$ cat src/sv/rtsfpe_pkg.sv
// shared constants for the rolling-code frame pulse encoder
package rtsfpe_pkg;

    localparam int unsigned FRAME_W    = 56;
    localparam int unsigned BYTES      = FRAME_W / 8;
    localparam int unsigned IDX_W      = $clog2(FRAME_W);
    localparam int unsigned SYMBOL_W   = 12;
    localparam int unsigned COUNT_W    = 4;
    localparam int unsigned DUR_W      = 16;
    localparam int unsigned ADDR_W     = 24;
    localparam int unsigned CMD_W      = 4;
    localparam int unsigned CODE_W     = 16;
    localparam int unsigned PADDR_W    = 4;
    localparam int unsigned PDATA_W    = 32;

    localparam logic [7:0] KEY_BYTE    = 8'hA0;
    localparam logic [3:0] NIBBLE_MASK = 4'b1111;

    localparam logic [DUR_W-1:0] WAKE_MARK_US   = 16'd9415;
    localparam logic [DUR_W-1:0] WAKE_SPACE_US  = 16'd9656;
    localparam logic [DUR_W-1:0] SWSYNC_MARK_US = 16'd4550;
    localparam logic [DUR_W-1:0] GAP_US         = 16'd415;

    localparam logic [SYMBOL_W-1:0] SYMBOL_RESET       = 12'd640;
    localparam logic [COUNT_W-1:0]  REPEAT_RESET       = 4'd5;
    localparam logic [COUNT_W-1:0]  FIRST_SYNC_RESET   = 4'd2;
    localparam logic [COUNT_W-1:0]  REPEAT_SYNC_RESET  = 4'd7;

    localparam logic OP_START = 1'b0;
    localparam logic OP_NEXT  = 1'b1;

    localparam logic [1:0] REG_SYMBOL      = 2'd0;
    localparam logic [1:0] REG_REPEAT      = 2'd1;
    localparam logic [1:0] REG_FIRST_SYNC  = 2'd2;
    localparam logic [1:0] REG_REPEAT_SYNC = 2'd3;

endpackage

$ cat src/sv/rtsfpe_frame_build.sv
// frame builder: key byte, checksum nibble and xor chaining of the 7 bytes
module rtsfpe_frame_build (
    input  logic [rtsfpe_pkg::ADDR_W-1:0]  address,
    input  logic [rtsfpe_pkg::CMD_W-1:0]   command,
    input  logic [rtsfpe_pkg::CODE_W-1:0]  rolling_code,
    output logic [rtsfpe_pkg::FRAME_W-1:0] frame
);

    logic [7:0] raw     [rtsfpe_pkg::BYTES];
    logic [7:0] chained [rtsfpe_pkg::BYTES];
    logic [3:0] sum;

    always_comb
    begin
        raw[0] = rtsfpe_pkg::KEY_BYTE | {4'b0000, rolling_code[3:0]};
        raw[1] = {command, 4'b0000};
        raw[2] = rolling_code[15:8];
        raw[3] = rolling_code[7:0];
        raw[4] = address[23:16];
        raw[5] = address[15:8];
        raw[6] = address[7:0];
        sum = '0;
        for (int i = 0; i < rtsfpe_pkg::BYTES; i++)
        begin
            sum = sum ^ raw[i][7:4] ^ raw[i][3:0];
        end
        chained[0] = raw[0];
        chained[1] = (raw[1] | {4'b0000, sum & rtsfpe_pkg::NIBBLE_MASK}) ^ chained[0];
        for (int i = 2; i < rtsfpe_pkg::BYTES; i++)
        begin
            chained[i] = raw[i] ^ chained[i-1];
        end
        for (int i = 0; i < rtsfpe_pkg::BYTES; i++)
        begin
            frame[rtsfpe_pkg::FRAME_W-1-8*i -: 8] = chained[i];
        end
    end

endmodule

$ cat src/sv/rts_frame_pulse_encoder.sv
// top level: register port, pulse sequencer and result register
// A start word (op 0) builds and latches the 56-bit frame and returns a result with
// valid_res low; every next word (op 1) returns one mark or space pulse of the
// transmission: wake-up pair, sync pairs, software sync, 56 Manchester bits MSB first
// and the gap, repeated from the sync pairs on for repeat_reg more frames; last marks
// the final gap. One word is taken per cycle; the result register frees in the cycle it
// is taken, so in_ready stays high while the consumer keeps out_ready high.
module rts_frame_pulse_encoder (
    input  logic                               clk,
    input  logic                               rst_n,
    input  logic                               psel,
    input  logic                               penable,
    input  logic                               pwrite,
    input  logic [rtsfpe_pkg::PADDR_W-1:0]     paddr,
    input  logic [rtsfpe_pkg::PDATA_W-1:0]     pwdata,
    output logic [rtsfpe_pkg::PDATA_W-1:0]     prdata,
    output logic                               pready,
    input  logic                               in_valid,
    output logic                               in_ready,
    input  logic                               op,
    input  logic [rtsfpe_pkg::ADDR_W-1:0]      address,
    input  logic [rtsfpe_pkg::CMD_W-1:0]       command,
    input  logic [rtsfpe_pkg::CODE_W-1:0]      rolling_code,
    output logic                               out_valid,
    input  logic                               out_ready,
    output logic                               valid_res,
    output logic                               level,
    output logic [rtsfpe_pkg::DUR_W-1:0]       duration_us,
    output logic                               last
);

    typedef enum logic [2:0] {
        PH_IDLE,
        PH_WAKE,
        PH_SYNC,
        PH_SWSYNC,
        PH_DATA,
        PH_GAP
    } phase_t;

    logic [rtsfpe_pkg::SYMBOL_W-1:0] symbol_reg;
    logic [rtsfpe_pkg::COUNT_W-1:0]  repeat_reg;
    logic [rtsfpe_pkg::COUNT_W-1:0]  first_sync_reg;
    logic [rtsfpe_pkg::COUNT_W-1:0]  repeat_sync_reg;
    logic                            cfg_write;

    phase_t                          phase_reg, phase_next, phase_eff;
    logic [rtsfpe_pkg::FRAME_W-1:0]  frame_reg, frame_next, frame_built;
    logic [rtsfpe_pkg::COUNT_W-1:0]  sync_left_reg, sync_left_next;
    logic [rtsfpe_pkg::IDX_W-1:0]    bit_index_reg, bit_index_next, bit_sel, bit_inc;
    logic                            second_half_reg, second_half_next;
    logic [rtsfpe_pkg::COUNT_W-1:0]  frames_left_reg, frames_left_next;

    logic                            out_valid_reg, out_valid_next;
    logic                            valid_res_reg, valid_res_next;
    logic                            level_reg, level_next;
    logic [rtsfpe_pkg::DUR_W-1:0]    dur_reg, dur_next;
    logic                            last_reg, last_next;

    logic                            accept;
    logic                            data_bit;
    logic [rtsfpe_pkg::DUR_W-1:0]    symbol_dur, sync_dur;

    // register port
    assign pready    = 1'b1;
    assign cfg_write = psel && penable && pwrite && pready;

    always_ff @(posedge clk or negedge rst_n)
    begin
        if (!rst_n)
        begin
            symbol_reg      <= rtsfpe_pkg::SYMBOL_RESET;
            repeat_reg      <= rtsfpe_pkg::REPEAT_RESET;
            first_sync_reg  <= rtsfpe_pkg::FIRST_SYNC_RESET;
            repeat_sync_reg <= rtsfpe_pkg::REPEAT_SYNC_RESET;
        end
        else if (cfg_write)
        begin
            unique case (paddr[3:2])
                rtsfpe_pkg::REG_SYMBOL:      symbol_reg      <= pwdata[rtsfpe_pkg::SYMBOL_W-1:0];
                rtsfpe_pkg::REG_REPEAT:      repeat_reg      <= pwdata[rtsfpe_pkg::COUNT_W-1:0];
                rtsfpe_pkg::REG_FIRST_SYNC:  first_sync_reg  <= pwdata[rtsfpe_pkg::COUNT_W-1:0];
                rtsfpe_pkg::REG_REPEAT_SYNC: repeat_sync_reg <= pwdata[rtsfpe_pkg::COUNT_W-1:0];
                default:                     symbol_reg      <= symbol_reg;
            endcase
        end
    end

    always_comb
    begin
        unique case (paddr[3:2])
            rtsfpe_pkg::REG_SYMBOL:      prdata = 32'(symbol_reg);
            rtsfpe_pkg::REG_REPEAT:      prdata = 32'(repeat_reg);
            rtsfpe_pkg::REG_FIRST_SYNC:  prdata = 32'(first_sync_reg);
            rtsfpe_pkg::REG_REPEAT_SYNC: prdata = 32'(repeat_sync_reg);
            default:                     prdata = '0;
        endcase
    end

    rtsfpe_frame_build u_frame_build (
        .address      (address),
        .command      (command),
        .rolling_code (rolling_code),
        .frame        (frame_built)
    );

    // handshake
    assign in_ready    = !out_valid_reg || out_ready;
    assign accept      = in_valid && in_ready;
    assign out_valid   = out_valid_reg;
    assign valid_res   = valid_res_reg;
    assign level       = level_reg;
    assign duration_us = dur_reg;
    assign last        = last_reg;

    assign symbol_dur = {4'b0000, symbol_reg};
    assign sync_dur   = {2'b00, symbol_reg, 2'b00};
    assign bit_sel    = rtsfpe_pkg::IDX_W'(rtsfpe_pkg::FRAME_W - 1) - bit_index_reg;
    assign data_bit   = frame_reg[bit_sel];
    assign bit_inc    = bit_index_reg + 1'b1;

    always_comb
    begin
        phase_next       = phase_reg;
        frame_next       = frame_reg;
        sync_left_next   = sync_left_reg;
        bit_index_next   = bit_index_reg;
        second_half_next = second_half_reg;
        frames_left_next = frames_left_reg;
        out_valid_next   = out_valid_reg && !out_ready;
        valid_res_next   = valid_res_reg;
        level_next       = level_reg;
        dur_next         = dur_reg;
        last_next        = last_reg;
        phase_eff        = phase_reg;
        if (phase_reg == PH_SYNC && sync_left_reg == '0)
        begin
            phase_eff = PH_SWSYNC;
        end

        if (accept)
        begin
            out_valid_next = 1'b1;
            valid_res_next = 1'b0;
            level_next     = 1'b0;
            dur_next       = '0;
            last_next      = 1'b0;
            if (op == rtsfpe_pkg::OP_START)
            begin
                frame_next       = frame_built;
                phase_next       = PH_WAKE;
                second_half_next = 1'b0;
                sync_left_next   = first_sync_reg;
                bit_index_next   = '0;
                frames_left_next = repeat_reg;
            end
            else
            begin
                phase_next     = phase_eff;
                valid_res_next = (phase_eff != PH_IDLE);
                unique case (phase_eff)
                    PH_WAKE:
                    begin
                        if (!second_half_reg)
                        begin
                            level_next       = 1'b1;
                            dur_next         = rtsfpe_pkg::WAKE_MARK_US;
                            second_half_next = 1'b1;
                        end
                        else
                        begin
                            dur_next         = rtsfpe_pkg::WAKE_SPACE_US;
                            second_half_next = 1'b0;
                            phase_next       = PH_SYNC;
                        end
                    end
                    PH_SYNC:
                    begin
                        dur_next = sync_dur;
                        if (!second_half_reg)
                        begin
                            level_next       = 1'b1;
                            second_half_next = 1'b1;
                        end
                        else
                        begin
                            second_half_next = 1'b0;
                            sync_left_next   = sync_left_reg - 1'b1;
                        end
                    end
                    PH_SWSYNC:
                    begin
                        if (!second_half_reg)
                        begin
                            level_next       = 1'b1;
                            dur_next         = rtsfpe_pkg::SWSYNC_MARK_US;
                            second_half_next = 1'b1;
                        end
                        else
                        begin
                            dur_next         = symbol_dur;
                            second_half_next = 1'b0;
                            phase_next       = PH_DATA;
                            bit_index_next   = '0;
                        end
                    end
                    PH_DATA:
                    begin
                        dur_next = symbol_dur;
                        if (!second_half_reg)
                        begin
                            level_next       = !data_bit;
                            second_half_next = 1'b1;
                        end
                        else
                        begin
                            level_next       = data_bit;
                            second_half_next = 1'b0;
                            bit_index_next   = bit_inc;
                            if (bit_inc >= rtsfpe_pkg::IDX_W'(rtsfpe_pkg::FRAME_W))
                            begin
                                phase_next = PH_GAP;
                            end
                        end
                    end
                    PH_GAP:
                    begin
                        dur_next         = rtsfpe_pkg::GAP_US;
                        second_half_next = 1'b0;
                        if (frames_left_reg == '0)
                        begin
                            last_next  = 1'b1;
                            phase_next = PH_IDLE;
                        end
                        else
                        begin
                            frames_left_next = frames_left_reg - 1'b1;
                            sync_left_next   = repeat_sync_reg;
                            bit_index_next   = '0;
                            phase_next       = PH_SYNC;
                        end
                    end
                    default:
                    begin
                        phase_next = phase_reg;
                    end
                endcase
            end
        end
    end

    always_ff @(posedge clk or negedge rst_n)
    begin
        if (!rst_n)
        begin
            phase_reg       <= PH_IDLE;
            frame_reg       <= '0;
            sync_left_reg   <= '0;
            bit_index_reg   <= '0;
            second_half_reg <= 1'b0;
            frames_left_reg <= '0;
            out_valid_reg   <= 1'b0;
            valid_res_reg   <= 1'b0;
            level_reg       <= 1'b0;
            dur_reg         <= '0;
            last_reg        <= 1'b0;
        end
        else
        begin
            phase_reg       <= phase_next;
            frame_reg       <= frame_next;
            sync_left_reg   <= sync_left_next;
            bit_index_reg   <= bit_index_next;
            second_half_reg <= second_half_next;
            frames_left_reg <= frames_left_next;
            out_valid_reg   <= out_valid_next;
            valid_res_reg   <= valid_res_next;
            level_reg       <= level_next;
            dur_reg         <= dur_next;
            last_reg        <= last_next;
        end
    end

`ifndef NO_ASSERTIONS
    a_last_is_gap: assert property (@(posedge clk) disable iff (!rst_n)
        out_valid && last |-> valid_res && !level && duration_us == rtsfpe_pkg::GAP_US)
        else $error("last word is not a valid gap pulse");

    a_start_restarts: assert property (@(posedge clk) disable iff (!rst_n)
        accept && op == rtsfpe_pkg::OP_START |=> phase_reg == PH_WAKE && !valid_res_reg
            && !second_half_reg && bit_index_reg == '0)
        else $error("start word did not restart the sequence");

    a_bit_index_range: assert property (@(posedge clk) disable iff (!rst_n)
        bit_index_reg <= rtsfpe_pkg::IDX_W'(rtsfpe_pkg::FRAME_W))
        else $error("bit index past end of frame");

    a_idle_no_pulse: assert property (@(posedge clk) disable iff (!rst_n)
        accept && op == rtsfpe_pkg::OP_NEXT && phase_reg == PH_IDLE |=> !valid_res_reg
            && phase_reg == PH_IDLE)
        else $error("pulse given while idle");
`endif

endmodule
$ cat config.mk
export PLATFORM = sky130hd
export DESIGN_NAME = rts_frame_pulse_encoder
export DESIGN_NICKNAME = d
export VERILOG_FILES = /design/src/sv/rtsfpe_pkg.sv /design/src/sv/rtsfpe_frame_build.sv /design/src/sv/rts_frame_pulse_encoder.sv
export SDC_FILE = /design/constraint.sdc
export NUM_CORES = 1
export LEC_CHECK = 0
export BUFFER_PORTS_ARGS = -buffer_cell sky130_fd_sc_hd__buf_2
export CELL_PAD_IN_SITES_DETAIL_PLACEMENT = 1
export CELL_PAD_IN_SITES_GLOBAL_PLACEMENT = 1
export CORE_MARGIN = 2
export CORE_UTILIZATION = 47
export CTS_CLUSTER_SIZE = 28
export DETAILED_ROUTE_END_ITERATION = 10
export GPL_ROUTABILITY_DRIVEN = 0
export HOLD_SLACK_MARGIN = 0.03
export PLACE_DENSITY_LB_ADDON = 0.1
export SYNTH_ARGS = -nofsm -noshare
export SYNTH_HDL_FRONTEND = slang
export SYNTH_HIERARCHICAL = 1
export SYNTH_SLANG_ARGS = --single-unit
$ cat constraint.sdc
create_clock -name clk -period 5.1 [get_ports clk]
set_input_delay 1.275 -clock clk [delete_from_list [all_inputs] [get_ports clk]]
set_output_delay 1.275 -clock clk [all_outputs]
set_load 0.1 [all_outputs]
==> impl_metrics.json <==
{
  "cp_max_fo": 9,
  "use_met2_pct": 35.1,
  "cts_made_buffers": 17,
  "num_antenna_cells": 0,
  "hold_viol": 0,
  "cts-htree-levels": 4,
  "grt_max_degree": 49,
  "final.fill_count": 1560,
  "fp.dieW_um": 125,
  "synthesis.area_um2": 6830,
  "vias_per_cell": 5.43,
  "clkSlewWorstSetupHoldPaths_ns": 0.05,
  "synth_edf_count": 0,
  "nets": 782,
  "drc_errors": 0,
  "worst-path-buf-inv": 2,
  "cts_root_buf": "clkbuf_16",
  "busiest_layer": "met2",
  "drive_above_1_share_pct": 35.3,
  "grt_use_met1_pct": 30.5,
  "leakagePower_nw": 3.53,
  "mostFrequentLayoutCell": "dfrtp_1",
  "setup_viol": 0,
  "yosysWarningCount": 6,
  "regArea_um2": 2910,
  "fin_crit_sh_pct": 76.3,
  "final_antenna_net_count": 0,
  "tns_ns": 0,
  "gr-usage-all-layers_pct": 22.1,
  "synthCells": 608,
  "wl_um": 16200,
  "drv_cap": 0,
  "hold_path_class": "flip-flop to flip-flop",
  "status": "finished clean",
  "start_util_pct": 47.5,
  "min_period_ns": 3.89,
  "dieArea_um2": 15500,
  "peakVddDrop_mv": 0.334,
  "grt_first_pass_wirelength_um": 27200,
  "overflow": 0,
  "ios": 142,
  "timing.slew.headroom_pct": 44.3,
  "die_h_um": 125,
  "hold_buffers": 0,
  "finalPower_w": 0.00436,
  "cpMaxStageDelayCell": "nor2_1",
  "ys_types": 63,
  "grt_pass1_vias": 5186,
  "cp_common_cell": "buf_2",
  "tightest_slew_ns": 0.833,
  "vias": 4804,
  "rsz0062_at_grt": "false",
  "cts.path.max_buffers": 2,
  "cts_setup_buffers": 0,
  "fp-row-count": 44,
  "cts_tree": "built",
  "area_delta_synth_final_pct": 15.4,
  "worstSetupPathType": "primary input to output pin",
  "avgSynthCellArea_um2": 11.2,
  "coreArea_um2": 14400,
  "clock.fmax_mhz": 257,
  "gr-usage-met3_pct": 4.21,
  "synth.yosys.seq_area_share_pct": 42.6,
  "drtIter0Drc": 263,
  "finClkSkew_ns": 0.00468,
  "end_kind": "output pin",
  "wl_per_cell_um": 18.3,
  "multi_input_area_um2": 3540,
  "ys_dominant_reg_cell": "dfrtp_1",
  "async_flop_share_pct": 100,
  "final_cell_mix": "dfrtp_1 (108), buf_2 (95), mux2_2 (84)",
  "arrival_ns": 2.62,
  "rrSetupSlack_ns": 2.36,
  "start_kind": "primary input",
  "antenna_found_initial": 0,
  "largest_register_ffs": 56,
  "portBuffers": 96,
  "insertion_delay_ns": 0.42,
  "dpl.hpwl_um": 11700,
  "power.density_nw_per_um2": 552,
  "maxSlewViolCount": 0,
  "worstPathRequired_ns": 3.83,
  "cts_sinks": 116,
  "cp_cell_sequence": "buf_2 > nor2_1 > and2_1 > buf_2",
  "dr.pass1.iters": 4,
  "ys_ff_latch": 116,
  "max_stage_delay_ns": 0.52,
  "critPathTopFamily": "simple AND/OR/NAND/NOR gates",
  "ctsResizeCount": 0
}
==> cell families (layout without fill, tap and decap cells) <==
kind of cell / Yosys count / in the layout / synth area share (%)
adders and majority gates: 7 / 7 / 1.28
other: 4 / 27 / 0.220
xor gates and xnor gates: 74 / 74 / 11.3
DFF: 116 / 116 / 42.6
AOI/OAI and AO/OA: 94 / 94 / 8.83
muxes: 111 / 111 / 20.3
and+or+nand+nor: 120 / 120 / 8.41
buffers and inverters: 82 / 151 / 6.96
==> synthesized netlist by cell type (all sizes together), types with 2 or more instances <==
cell type / number / area, µm²
a21oi: 22 / 110
a221o: 2 / 20.0
a221oi: 7 / 61.3
a22oi: 4 / 35.0
a41oi: 2 / 17.5
and2: 12 / 75.1
and3: 3 / 18.8
buf: 52 / 363
clkbuf: 13 / 48.8
conb: 4 / 15.0
dfrtp: 108 / 2700
dfstp: 8 / 210
ha: 7 / 87.6
inv: 16 / 60.1
mux2: 84 / 946
mux2i: 14 / 140
mux4: 13 / 304
nand2: 48 / 180
nand2b: 6 / 37.5
nand3: 11 / 55.1
nand4: 2 / 12.5
nor2: 18 / 67.6
nor2b: 7 / 43.8
nor3: 6 / 30.0
nor3b: 3 / 27.5
o21ai: 35 / 175
o311ai: 2 / 17.5
o31ai: 4 / 30.0
o32ai: 2 / 17.5
or2: 2 / 12.5
xnor2: 40 / 399
xnor3: 3 / 68.8
xor2: 30 / 278
==> worst paths after layout <==
path,startpoint,endpoint,depth (start not counted)
hold reg to reg,last,last,2
hold / removal,last,last,2
setup reg to reg,bit_index_reg[0],level,7
min in group asynchronous,rst_n,frame_reg[47],1
max in group asynchronous,rst_n,symbol_reg[7],2
setup / recovery,paddr[3],prdata[11],4
==> layer usage <==
metal,wire length [µm],part of all wire [%]
met5,0,0
met4,220,1.4
met1,7580,47
met3,677,4.2
met2,7710,48
==> area by class of cell <==
class	instances	area share, %
Tap cell	184	2.92
Clock inverter	8	1.55
Clock buffer	24	6.24
Timing Repair Buffer	102	6.70
Multi-Input combinational cell	433	44.9
Sequential cell	116	36.9
Inverter	17	0.809
==> worst register-to-register path, delay by kind of cell, from the launching register on <==
family | cells | cell delay (ns)
xor gates and xnor gates | 1 | 0.14
buffers and inverters | 1 | 0.35
DFF | 1 | 0.88
AOI/OAI and AO/OA | 3 | 0.58
muxes | 2 | 0.67
==> where the power goes <==
part           switching [W]  internal [W]
registers           0.000248       0.00123
clock network       0.000420      0.000818
logic                0.00106      0.000584
==> stage by stage <==
stage          std cells  util [%]  hold slack, ns  cell area, µm²  setup slack [ns]
2_1_floorplan        631         -           0.472            6920              1.26
4_1_cts              884      54.9           0.478            7890              1.19
3_3_place_gp         852      50.6           0.462            7270              1.24
3_5_place_dp         852      50.6           0.466            7270              1.19
5_1_grt              884      54.9           0.508            7890              1.08
6_report             884      54.9           0.473            7890              1.21
(Power assumes the default switching activity.)
